<file path="config.mk">
export PLATFORM = sky130hd
export DESIGN_NAME = gdb_packet_framer_flat
export DESIGN_NICKNAME = d
export VERILOG_FILES = /design/src/hw/rtl/gpf_pkg.sv /design/src/hw/rtl/gpf_if.sv /design/src/hw/rtl/gpf_core.sv /design/src/hw/rtl/gpf_seq.sv /design/src/hw/rtl/gdb_packet_framer.sv /design/src/flat_wrapper.sv
export SDC_FILE = /design/constraint.sdc
export NUM_CORES = 1
export LEC_CHECK = 0
export ABC_AREA = 1
export BUFFER_PORTS_ARGS = -buffer_cell sky130_fd_sc_hd__buf_2
export CORE_MARGIN = 2
export CORE_UTILIZATION = 65
export CTS_CLUSTER_SIZE = 20
export DETAILED_ROUTE_END_ITERATION = 8
export PLACE_DENSITY = 0.83
export SLEW_MARGIN = 10
export SYNTH_ARGS = -nofsm -noshare
export SYNTH_HDL_FRONTEND = slang
export SYNTH_HIERARCHICAL = 1
export SYNTH_SLANG_ARGS = --single-unit
</file>
<file path="constraint.sdc">
create_clock -name i_clk -period 10 [get_ports i_clk]
set_input_delay 2 -clock i_clk [delete_from_list [all_inputs] [get_ports i_clk]]
set_output_delay 2 -clock i_clk [all_outputs]
set_load 0.1 [all_outputs]
</file>
<file path="src/hw/rtl/gpf_pkg.sv">
// Package: shared types, character codes and hex helpers for the packet framer.
package gpf_pkg;

    localparam int MaxResults = 6;
    localparam int CntW       = $clog2(MaxResults + 1);

    localparam logic [1:0] MODE_LINK  = 2'd0;
    localparam logic [1:0] MODE_SEND  = 2'd1;
    localparam logic [1:0] MODE_CLOSE = 2'd2;

    localparam logic [1:0] KIND_LINK    = 2'd0;
    localparam logic [1:0] KIND_RX_BYTE = 2'd1;
    localparam logic [1:0] KIND_RX_END  = 2'd2;
    localparam logic [1:0] KIND_ACK     = 2'd3;

    localparam logic [7:0] CH_ESC    = 8'h7D;
    localparam logic [7:0] CH_HASH   = 8'h23;
    localparam logic [7:0] CH_DOLLAR = 8'h24;
    localparam logic [7:0] CH_STAR   = 8'h2A;
    localparam logic [7:0] CH_PLUS   = 8'h2B;
    localparam logic [7:0] CH_MINUS  = 8'h2D;
    localparam logic [7:0] ESC_XOR   = 8'h20;
    localparam logic [3:0] NIBBLE    = 4'hF;

    typedef enum logic [2:0] {
        PH_IDLE    = 3'd0,
        PH_RX_BODY = 3'd1,
        PH_RX_ESC  = 3'd2,
        PH_RX_HI   = 3'd3,
        PH_RX_LO   = 3'd4,
        PH_TX_BODY = 3'd5,
        PH_TX_ACK  = 3'd6
    } t_phase;

    typedef struct packed {
        logic [1:0] mode;
        logic [7:0] byte_value;
        logic       final_byte;
    } t_item;

    typedef struct packed {
        logic [1:0] kind;
        logic [7:0] out_byte;
        logic       status;
        logic       run_end;
    } t_result;

    typedef struct packed {
        logic [CntW-1:0]                n;
        t_result [MaxResults-1:0]       res;
    } t_batch;

    typedef struct packed {
        t_phase     phase;
        logic [7:0] rx_sum;
        logic [3:0] rx_hi;
        logic [7:0] tx_sum;
    } t_state;

    function automatic logic [3:0] hex_value(input logic [7:0] c);
        logic [3:0] v;
        v = '0;
        if (c >= 8'h30 && c <= 8'h39) v = c[3:0];
        else if (c >= 8'h61 && c <= 8'h66) v = 4'(c - 8'h57);
        else if (c >= 8'h41 && c <= 8'h46) v = 4'(c - 8'h37);
        return v;
    endfunction

    function automatic logic [7:0] hex_char(input logic [3:0] v);
        logic [7:0] c;
        if (v < 4'd10) c = 8'h30 + {4'd0, v & NIBBLE};
        else c = 8'h57 + {4'd0, v & NIBBLE};
        return c;
    endfunction

    function automatic t_result mk_result(input logic [1:0] kind, input logic [7:0] b,
                                          input logic st);
        t_result r;
        r.kind     = kind;
        r.out_byte = b;
        r.status   = st;
        r.run_end  = 1'b0;
        return r;
    endfunction

endpackage

</file>
<file path="src/hw/rtl/gpf_if.sv">
// Interfaces: valid/ready channels for input items and result items.
interface gpf_in_if;
    logic       valid;
    logic       ready;
    logic [1:0] mode;
    logic [7:0] byte_value;
    logic       final_byte;

    modport source (output valid, mode, byte_value, final_byte, input ready);
    modport sink (input valid, mode, byte_value, final_byte, output ready);
endinterface

interface gpf_out_if;
    logic       valid;
    logic       ready;
    logic [1:0] kind;
    logic [7:0] out_byte;
    logic       status;
    logic       run_end;

    modport source (output valid, kind, out_byte, status, run_end, input ready);
    modport sink (input valid, kind, out_byte, status, run_end, output ready);
endinterface

</file>
<file path="src/hw/rtl/gpf_core.sv">
// Framing logic: one item and the current state give the result batch and next state.
module gpf_core (
    input  gpf_pkg::t_state i_state,
    input  gpf_pkg::t_item  i_item,
    output gpf_pkg::t_batch o_batch,
    output gpf_pkg::t_state o_next
);
    import gpf_pkg::*;

    always_comb begin
        logic [CntW-1:0] n;
        logic [7:0]      ts;
        logic [7:0]      c;
        logic            bad;
        logic            idle_like;
        t_phase          ph;
        t_result [MaxResults-1:0] res;

        n   = '0;
        res = '0;
        c   = i_item.byte_value;
        ts  = i_state.tx_sum;
        ph  = i_state.phase;
        bad = 1'b0;
        o_next = i_state;
        idle_like = !(ph inside {PH_RX_BODY, PH_RX_ESC, PH_RX_HI, PH_RX_LO,
                                 PH_TX_BODY, PH_TX_ACK});

        unique case (i_item.mode)
            MODE_LINK: begin
                unique case (ph)
                    PH_RX_BODY: begin
                        if (c == CH_HASH) begin
                            ph = PH_RX_HI;
                        end else begin
                            o_next.rx_sum = i_state.rx_sum + c;
                            if (c == CH_ESC) begin
                                ph = PH_RX_ESC;
                            end else begin
                                res[n] = mk_result(KIND_RX_BYTE, c, 1'b0);
                                n = n + 1'b1;
                            end
                        end
                    end
                    PH_RX_ESC: begin
                        o_next.rx_sum = i_state.rx_sum + c;
                        res[n] = mk_result(KIND_RX_BYTE, c ^ ESC_XOR, 1'b0);
                        n = n + 1'b1;
                        ph = PH_RX_BODY;
                    end
                    PH_RX_HI: begin
                        o_next.rx_hi = hex_value(c);
                        ph = PH_RX_LO;
                    end
                    PH_RX_LO: begin
                        bad = {i_state.rx_hi, hex_value(c)} != i_state.rx_sum;
                        res[n] = mk_result(KIND_RX_END, 8'd0, bad);
                        n = n + 1'b1;
                        res[n] = mk_result(KIND_LINK, bad ? CH_MINUS : CH_PLUS, 1'b0);
                        n = n + 1'b1;
                        ph = PH_IDLE;
                    end
                    PH_TX_BODY: begin
                        ph = PH_TX_BODY;
                    end
                    PH_TX_ACK: begin
                        if (c == CH_PLUS || c == CH_MINUS) begin
                            res[n] = mk_result(KIND_ACK, 8'd0, c == CH_MINUS);
                            n = n + 1'b1;
                            ph = PH_IDLE;
                        end
                    end
                    default: begin
                        if (c == CH_DOLLAR) begin
                            o_next.rx_sum = '0;
                            ph = PH_RX_BODY;
                        end else begin
                            ph = PH_IDLE;
                        end
                    end
                endcase
            end
            MODE_SEND, MODE_CLOSE: begin
                if (idle_like) begin
                    ts = '0;
                    ph = PH_TX_BODY;
                    res[n] = mk_result(KIND_LINK, CH_DOLLAR, 1'b0);
                    n = n + 1'b1;
                end
                if (ph == PH_TX_BODY) begin
                    if (i_item.mode == MODE_SEND) begin
                        if (c == CH_HASH || c == CH_DOLLAR || c == CH_ESC || c == CH_STAR) begin
                            ts = ts + CH_ESC;
                            res[n] = mk_result(KIND_LINK, CH_ESC, 1'b0);
                            n = n + 1'b1;
                            ts = ts + (c ^ ESC_XOR);
                            res[n] = mk_result(KIND_LINK, c ^ ESC_XOR, 1'b0);
                            n = n + 1'b1;
                        end else begin
                            ts = ts + c;
                            res[n] = mk_result(KIND_LINK, c, 1'b0);
                            n = n + 1'b1;
                        end
                    end
                    if (i_item.mode == MODE_CLOSE || i_item.final_byte) begin
                        res[n] = mk_result(KIND_LINK, CH_HASH, 1'b0);
                        n = n + 1'b1;
                        res[n] = mk_result(KIND_LINK, hex_char(ts[7:4]), 1'b0);
                        n = n + 1'b1;
                        res[n] = mk_result(KIND_LINK, hex_char(ts[3:0]), 1'b0);
                        n = n + 1'b1;
                        ph = PH_TX_ACK;
                    end
                end
            end
            default: begin
                ph = i_state.phase;
            end
        endcase

        if (n != '0) res[n - 1'b1].run_end = 1'b1;

        o_next.phase  = ph;
        o_next.tx_sum = ts;
        o_batch.n     = n;
        o_batch.res   = res;
    end

endmodule

</file>
<file path="src/hw/rtl/gpf_seq.sv">
// Result register: holds one item's batch and hands it out one result per cycle while o_out.ready is high.
module gpf_seq (
    input  logic              i_clk,
    input  logic              i_rst_n,
    input  logic              i_load,
    input  gpf_pkg::t_batch   i_batch,
    output logic              o_can_load,
    gpf_out_if.source         o_out
);
    import gpf_pkg::*;

    t_result [MaxResults-1:0] r_buf;
    logic [CntW-1:0]          r_cnt;
    logic [CntW-1:0]          r_ptr;
    logic                     empty;
    logic                     take;
    logic                     last_take;
    t_result                  cur;

    assign empty      = r_ptr == r_cnt;
    assign take       = !empty && o_out.ready;
    assign last_take  = take && (r_ptr + 1'b1 == r_cnt);
    assign o_can_load = empty || last_take;
    assign cur        = r_buf[r_ptr[CntW-1:0]];

    assign o_out.valid    = !empty;
    assign o_out.kind     = cur.kind;
    assign o_out.out_byte = cur.out_byte;
    assign o_out.status   = cur.status;
    assign o_out.run_end  = cur.run_end;

    always_ff @(posedge i_clk) begin
        if (!i_rst_n) begin
            r_cnt <= '0;
            r_ptr <= '0;
        end else if (i_load && o_can_load) begin
            r_cnt <= i_batch.n;
            r_ptr <= '0;
        end else if (take) begin
            r_ptr <= r_ptr + 1'b1;
        end
    end

    always_ff @(posedge i_clk) begin
        if (i_load && o_can_load) r_buf <= i_batch.res;
    end

    a_cnt_range: assert property (@(posedge i_clk) disable iff (!i_rst_n)
        r_cnt <= CntW'(MaxResults) && r_ptr <= r_cnt)
        else $error("result pointer beyond batch");

    a_load_shows: assert property (@(posedge i_clk) disable iff (!i_rst_n)
        i_load && o_can_load && i_batch.n != '0 |=> o_out.valid && r_ptr == '0)
        else $error("loaded batch not presented");

    a_last_marked: assert property (@(posedge i_clk) disable iff (!i_rst_n)
        o_out.valid && o_out.ready && o_out.run_end |-> o_can_load)
        else $error("run end before batch end");

endmodule

</file>
<file path="src/hw/rtl/gdb_packet_framer.sv">
// Top level: packet framer with input register, framing logic and result sequencer.
// Half-duplex framer for the remote debug serial link. Mode 0 items are link
// bytes: after '$' the payload is un-escaped and streamed out as kind 1, the two
// hex digits after '#' are checked against the 8-bit sum, and a kind 2 end mark
// (status 1 on a bad sum) is followed by a '+' or '-' link byte. Mode 1 items are
// response bytes, framed with '$', escaping and a '#' plus two-digit sum once
// final_byte is set; mode 2 closes or sends an empty frame. The acknowledgement
// then arrives as a kind 3 result. Each item yields zero to six results, the last
// one flagged by run_end. Results leave one per cycle while o_out.ready is high,
// from a single result register. The next item is taken into the input register
// while the current batch drains.
module gdb_packet_framer (
    input  logic       i_clk,
    input  logic       i_rst_n,
    gpf_in_if.sink     i_in,
    gpf_out_if.source  o_out
);
    import gpf_pkg::*;

    logic   r_in_valid;
    t_item  r_in;
    t_state r_state;
    t_state n_state;
    t_batch batch;
    logic   can_load;
    logic   load;

    assign load       = r_in_valid && can_load;
    assign i_in.ready = !r_in_valid || can_load;

    always_ff @(posedge i_clk) begin
        if (!i_rst_n) begin
            r_in_valid <= 1'b0;
        end else if (i_in.valid && i_in.ready) begin
            r_in_valid <= 1'b1;
        end else if (load) begin
            r_in_valid <= 1'b0;
        end
    end

    always_ff @(posedge i_clk) begin
        if (i_in.valid && i_in.ready) begin
            r_in.mode       <= i_in.mode;
            r_in.byte_value <= i_in.byte_value;
            r_in.final_byte <= i_in.final_byte;
        end
    end

    always_ff @(posedge i_clk) begin
        if (!i_rst_n) begin
            r_state.phase  <= PH_IDLE;
            r_state.rx_sum <= '0;
            r_state.rx_hi  <= '0;
            r_state.tx_sum <= '0;
        end else if (load) begin
            r_state <= n_state;
        end
    end

    gpf_core u_core (
        .i_state (r_state),
        .i_item  (r_in),
        .o_batch (batch),
        .o_next  (n_state)
    );

    gpf_seq u_seq (
        .i_clk      (i_clk),
        .i_rst_n    (i_rst_n),
        .i_load     (load),
        .i_batch    (batch),
        .o_can_load (can_load),
        .o_out      (o_out)
    );

    a_hold_item: assert property (@(posedge i_clk) disable iff (!i_rst_n)
        r_in_valid && !load |=> r_in_valid && $stable(r_in))
        else $error("pending item lost");

    a_state_on_load: assert property (@(posedge i_clk) disable iff (!i_rst_n)
        !load |=> $stable(r_state))
        else $error("state changed without an item");

    a_ack_wait: assert property (@(posedge i_clk) disable iff (!i_rst_n)
        load && r_state.phase == PH_TX_ACK && r_in.mode != MODE_LINK |=>
        r_state.phase == PH_TX_ACK)
        else $error("left ack wait without a link byte");

endmodule
</file>
<file path="src/flat_wrapper.sv">
// flat-port wrapper written by rule: the top's interface ports become plain ports
module gdb_packet_framer_flat import gpf_pkg::*;
  (i_clk, i_rst_n, i_in_valid, i_in_mode, i_in_byte_value, i_in_final_byte, i_in_ready, o_out_valid, o_out_kind, o_out_out_byte, o_out_status, o_out_run_end, o_out_ready);
  gpf_in_if i_in_i ();
  gpf_out_if o_out_i ();
  input  logic i_clk;
  input  logic i_rst_n;
  input wire logic [$bits(i_in_i.valid)-1:0] i_in_valid;
  input wire logic [$bits(i_in_i.mode)-1:0] i_in_mode;
  input wire logic [$bits(i_in_i.byte_value)-1:0] i_in_byte_value;
  input wire logic [$bits(i_in_i.final_byte)-1:0] i_in_final_byte;
  output wire logic [$bits(i_in_i.ready)-1:0] i_in_ready;
  output wire logic [$bits(o_out_i.valid)-1:0] o_out_valid;
  output wire logic [$bits(o_out_i.kind)-1:0] o_out_kind;
  output wire logic [$bits(o_out_i.out_byte)-1:0] o_out_out_byte;
  output wire logic [$bits(o_out_i.status)-1:0] o_out_status;
  output wire logic [$bits(o_out_i.run_end)-1:0] o_out_run_end;
  input wire logic [$bits(o_out_i.ready)-1:0] o_out_ready;
  assign i_in_i.valid = i_in_valid;
  assign i_in_i.mode = i_in_mode;
  assign i_in_i.byte_value = i_in_byte_value;
  assign i_in_i.final_byte = i_in_final_byte;
  assign i_in_ready = i_in_i.ready;
  assign o_out_valid = o_out_i.valid;
  assign o_out_kind = o_out_i.kind;
  assign o_out_out_byte = o_out_i.out_byte;
  assign o_out_status = o_out_i.status;
  assign o_out_run_end = o_out_i.run_end;
  assign o_out_i.ready = o_out_ready;
  gdb_packet_framer u_core (.i_clk(i_clk), .i_rst_n(i_rst_n), .i_in(i_in_i), .o_out(o_out_i));
endmodule
</file>
# Word-level counts from Yosys, hierarchy flattened
# Cells that the tools add are included.
[totals] output_inout_bits=14 memories=0 latch_bits=0 rom_bits=0 inputBits=15 ramBits=0 word_cells=222 regBits=113
[classes] div=0 eq_ne=21 muxes=84 n_lt_le_gt_ge=21 shift=0 multipliers=0 bitwise=9 addsub=17 reduce_logical=36
[ops] operator="72-bit two-way mux" count=7
[ops] operator="72-bit bitwise mux" count=5
[ops] operator="12-bit demux with 3-bit select" count=6
[ops] operator="8-bit two-way mux" count=19
[ops] operator="12-bit two-way mux" count=9
[ops] operator="54-bit AND" count=1
[ops] operator="54-bit NOT" count=1
[ops] operator="48-bit two-way mux" count=1
[ops] operator="12-bit one-hot mux with 4 select lines" count=1
[ops] operator="24-bit one-hot mux with 2 select lines" count=1
[ops] operator="3-bit two-way mux" count=15
[ops] operator="8-bit by 6-bit equality test with 1-bit output, second input constant" count=5
[ops] operator="6-bit by 36-bit AND with 36-bit output" count=1
[ops] operator="12-bit binary-select mux with 3-bit select" count=1
[ops] operator="36-bit NOT" count=1
[ops] operator="6-bit by 36-bit bitwise OR with 36-bit output" count=1
[ops] operator="3-bit by 4-bit < comparator with 1-bit output, second input constant" count=7
[ops] operator="8-bit adder" count=3
[ops] operator="8-bit one-hot mux with 3 select lines" count=1
[ops] operator="4-bit two-way mux" count=5
[ops] operator="3-bit by 1-bit adder with 3-bit output, second input constant" count=6
[ops] operator="3-bit by 1-bit >= comparator with 1-bit output, second input constant" count=6
[ops] operator="18-bit bitwise OR" count=1
[ops] operator="3-bit one-hot mux with 6 select lines" count=1
[ops] operator="39 further kinds" count=83

# Depth between registers and ports, before layout
[logic_depth] word_depth=23 mapped_depth=28 mapped_depth_nobuf=27

# By module
# The synthesis kept the hierarchy.
[by_module_without_submodules] module="gpf_core" n_inst=1 area_each_um2=4334.2 cells_per_inst=789 seq_area_each_um2=0.0
[by_module_without_submodules] module="gpf_seq" n_inst=1 area_each_um2=3208.1 cells_per_inst=256 seq_area_each_um2=2282.2
[by_module_without_submodules] module="gdb_packet_framer" n_inst=1 area_each_um2=1326.3 cells_per_inst=164 seq_area_each_um2=810.8

# Worst setup path before layout
# No wires, ideal clock.
[synth_path] kind="input port to output port" start="in o_out_ready" end="out i_in_ready" cell_stages=6 t_required_ps=8000 setup_slack_ps=4935 path_buffers=0 t_arrival_ps=3065 path_cell_list="nand3_1 > nor2_1 > nand2_1 > nand2_4 > inv_1 > nand2_1"
[synth_between] elab_chain_cells=4
[synth_lines] item="start, declared" line_no="flat_wrapper.sv:18" rtl="input wire logic [$bits(o_out_i.ready)-1:0] o_out_ready;"
[synth_lines] item="1-bit logical AND" line_no="gpf_seq.sv:21" rtl="assign take = !empty && o_out.ready;"
[synth_lines] item="1-bit logical AND" line_no="gpf_seq.sv:22" rtl="assign last_take = take && (r_ptr + 1'b1 == r_cnt);"
[synth_lines] item="1-bit logical OR" line_no="gpf_seq.sv:23" rtl="assign o_can_load = empty || last_take;"
[synth_lines] item="net u_core.can_load" line_no="gdb_packet_framer.sv:25" rtl="logic can_load;"
[synth_lines] item="1-bit logical OR" line_no="gdb_packet_framer.sv:29" rtl="assign i_in.ready = !r_in_valid || can_load;"
[synth_lines] item="end, declared" line_no="flat_wrapper.sv:12" rtl="output wire logic [$bits(i_in_i.ready)-1:0] i_in_ready;"
# The timed path passes the listed nets, and every way through them passes these cells.

# Worst setup path in the final report
# Ends and elaborated chain as after synthesis.

==> flow_metrics.env <==
export IMPL_hpwlAfterDp_microns=15900
export IMPL_worst_slew_pin_slew_ns=1.14
export IMPL_wl_microns=23300
export IMPL_yosysUniqueCellTypes=58
export IMPL_path_clk_slew_ns=0.06
export IMPL_cts_tree="yes"
export IMPL_overflow=0
export IMPL_avgRoutedWirePerCell_microns=16.5
export IMPL_yosysTopAreaCellShare_pct=28.1
export IMPL_cap_violations=0
export IMPL_num_rows=42
export IMPL_ys_flop_type="edfxtp_1"
export IMPL_leakage_uw=0.00456
export IMPL_hold_violations=0
export IMPL_async_flop_share_pct=0
export IMPL_peakVddDrop_mv=0.164
export IMPL_firstDrtPassIters=6
export IMPL_powerDensity_nw_per_um2=369
export IMPL_drtAntennaViolNets=0
export IMPL_synth_area_leaders="edfxtp_1, nand2_1, ha_1"
export IMPL_drive_above_1_share_pct=11.2
export IMPL_rsz0062_at_grt="false"
export IMPL_antenna_found_initial=0
export IMPL_cpPeakStageDelay_ns=0.43
export IMPL_vias=8283
export IMPL_yosysWarnings=6
export IMPL_cts_made_buffers=17
export IMPL_clock_sinks=113
export IMPL_path_cells="buf_2 -> nand3_1 -> nor2_1 -> nand2_1 -> nand2_4 -> inv_1 -> nand2_1 -> buf_2"
export IMPL_insertion_delay_ns=0.43
export IMPL_syn_to_final_growth_pct=8.14
export IMPL_hp_class="reg -> reg"
export IMPL_cp_end_kind="output port"
export IMPL_setup_viol_count_final=0
export IMPL_synth_edf_count=83
export IMPL_synth_avg_cell_area_sq_um=7.34
export IMPL_fmax_mhz=194
export IMPL_io_buffers=28
export IMPL_num_io_pins=29
export IMPL_initialDrtViolationCount=1083
export IMPL_drcViolationCount=0
export IMPL_critPathSlowestCell="buf_2"
export IMPL_n_antenna_cell=0
export IMPL_postCtsSetupBuffers=0
export IMPL_startpoint_type="input pin"
export IMPL_grt_pass1_wl_microns=37300
export IMPL_status="completed"
export IMPL_start_util_pct=66.7
export IMPL_slew_headroom_pct=23.6
export IMPL_layout_cells_non_filler=1412
export IMPL_seq_area_frac_synth_pct=34.9
export IMPL_viasPerCell=5.87
export IMPL_synth_common_cells="nand2_1, inv_1, nor2_1"
export IMPL_clock_skew_ns=0.00876
export IMPL_critPathKind="in -> out"
export IMPL_syn_area_sq_um=8870
export IMPL_cp_arrival_ns=3.16
export IMPL_root_buffer="clkbuf_16"
export IMPL_post_route_period_util_pct=51.6
export IMPL_slew_violations=0
export IMPL_cts_max_level=4
export IMPL_dp_cells=1380
export IMPL_cts_buffer_depth=2
export IMPL_final_nets=1290
export IMPL_die_h_microns=121
export IMPL_whs_ns=0.524
export IMPL_synth_most_common_cell="nand2_1"
export IMPL_setup_tns_ns=0
export IMPL_ctsHoldBuffers=0
export IMPL_required_ns=8.00
export IMPL_cp_max_fo=9
export IMPL_synth_area_leader_cell="edfxtp_1"
export IMPL_synth_seq_cells=113
export IMPL_synth_cells=1209
export IMPL_grt_usage_pct=32.9
export IMPL_finalCriticalPeriod_ns=5.16
export IMPL_coreArea_sq_um=13300
export IMPL_die_x_microns=121
export IMPL_die_area_sq_um=14600
export IMPL_place_congestion=1.02
export IMPL_grt_max_degree=47
export IMPL_grt_pass1_vias=7646
export IMPL_cts_resized=0
stage by stage:
| step | util [%] | setup WS (ns) | total power [uW] | area (sq um) |
|---|---|---|---|---|
| global placement | 67.5 | 4.88 | 2780 | 8970 |
| floorplan | - | 4.93 | 2430 | 8940 |
| finish | 72.1 | 4.84 | 3540 | 9590 |
| detailed placement | 67.5 | 4.87 | 2830 | 8970 |
| CTS | 72.1 | 4.87 | 3490 | 9590 |
| global route | 72.1 | 4.77 | 3790 | 9590 |
where the power goes:
part	total, uW	switching (uW)	internal [uW]
combinational	2080	1500	573
clock	629	239	391
sequential	835	112	723
layout make-up:
cell class	instances	area, sq um
inverters	171	649
clock inverters	11	115
multi-input cells	886	4820
well taps	176	220
clock buffers	21	504
repair buffers	34	185
flip-flops and latches	113	3090
fillers	1041	3700
cell families after synthesis:
family	count (synthesis)	share of synthesized area, %
mux	3	0.381
other cells	1	0.0423
buf+inv	228	11.5
xor+xnor	27	2.75
flops	113	34.9
compound gates	229	15.3
fa+ha+maj	52	7.59
simple gates	556	27.6
metal layers:
metal	up-vias	wire length (microns)	global-route usage, %
li1	3965	-	-
met1	3762	9310	42.2
met2	480	10900	53.0
met3	76	2230	6.65
met4	0	862	16.1
met5	-	0	0
sequential cells by signal (all words and copies together), names as in the netlist:
name and count:
u_core/r_in 11, u_core/u_seq/r_cnt 3, u_core/r_in_valid 1, u_core/u_seq/r_ptr 3, u_core/u_seq/r_buf 72, u_core/r_state 23
final timing paths:
kind / cells past startpoint / to / startpoint / slack [ns]
max: 8 / i_in_ready / o_out_ready / 4.84
min: 2 / u_core/u_seq/r_cnt[0] / u_core/u_seq/r_cnt[0] / 0.52
min reg2reg: 2 / u_core/u_seq/r_cnt[0] / u_core/u_seq/r_cnt[0] / 0.52
max reg2reg: 22 / u_core/u_seq/r_buf[48] / u_core/r_in[2] / 5.58
worst max-delay path, delay by kind of cell:
family	cells	cell delay (ns)
buffers and inverters	3	0.68
AND/OR/NAND/NOR	5	0.49
cell usage in the layout, fill, tap and decap left out, drive strengths merged, types with 11 or more instances in the layout:
cell type / n
nand2: 313
inv: 172
nor2: 150
o21ai: 87
edfxtp: 83
a21oi: 78
nand3: 59
ha: 49
buf: 34
dfxtp: 30
clkbuf: 21
conb: 19
o21a: 15
xor2: 14
o32ai: 13
xnor2: 13
nand4: 11
o211ai: 11
nor3: 11
(Power assumes the default switching activity.)
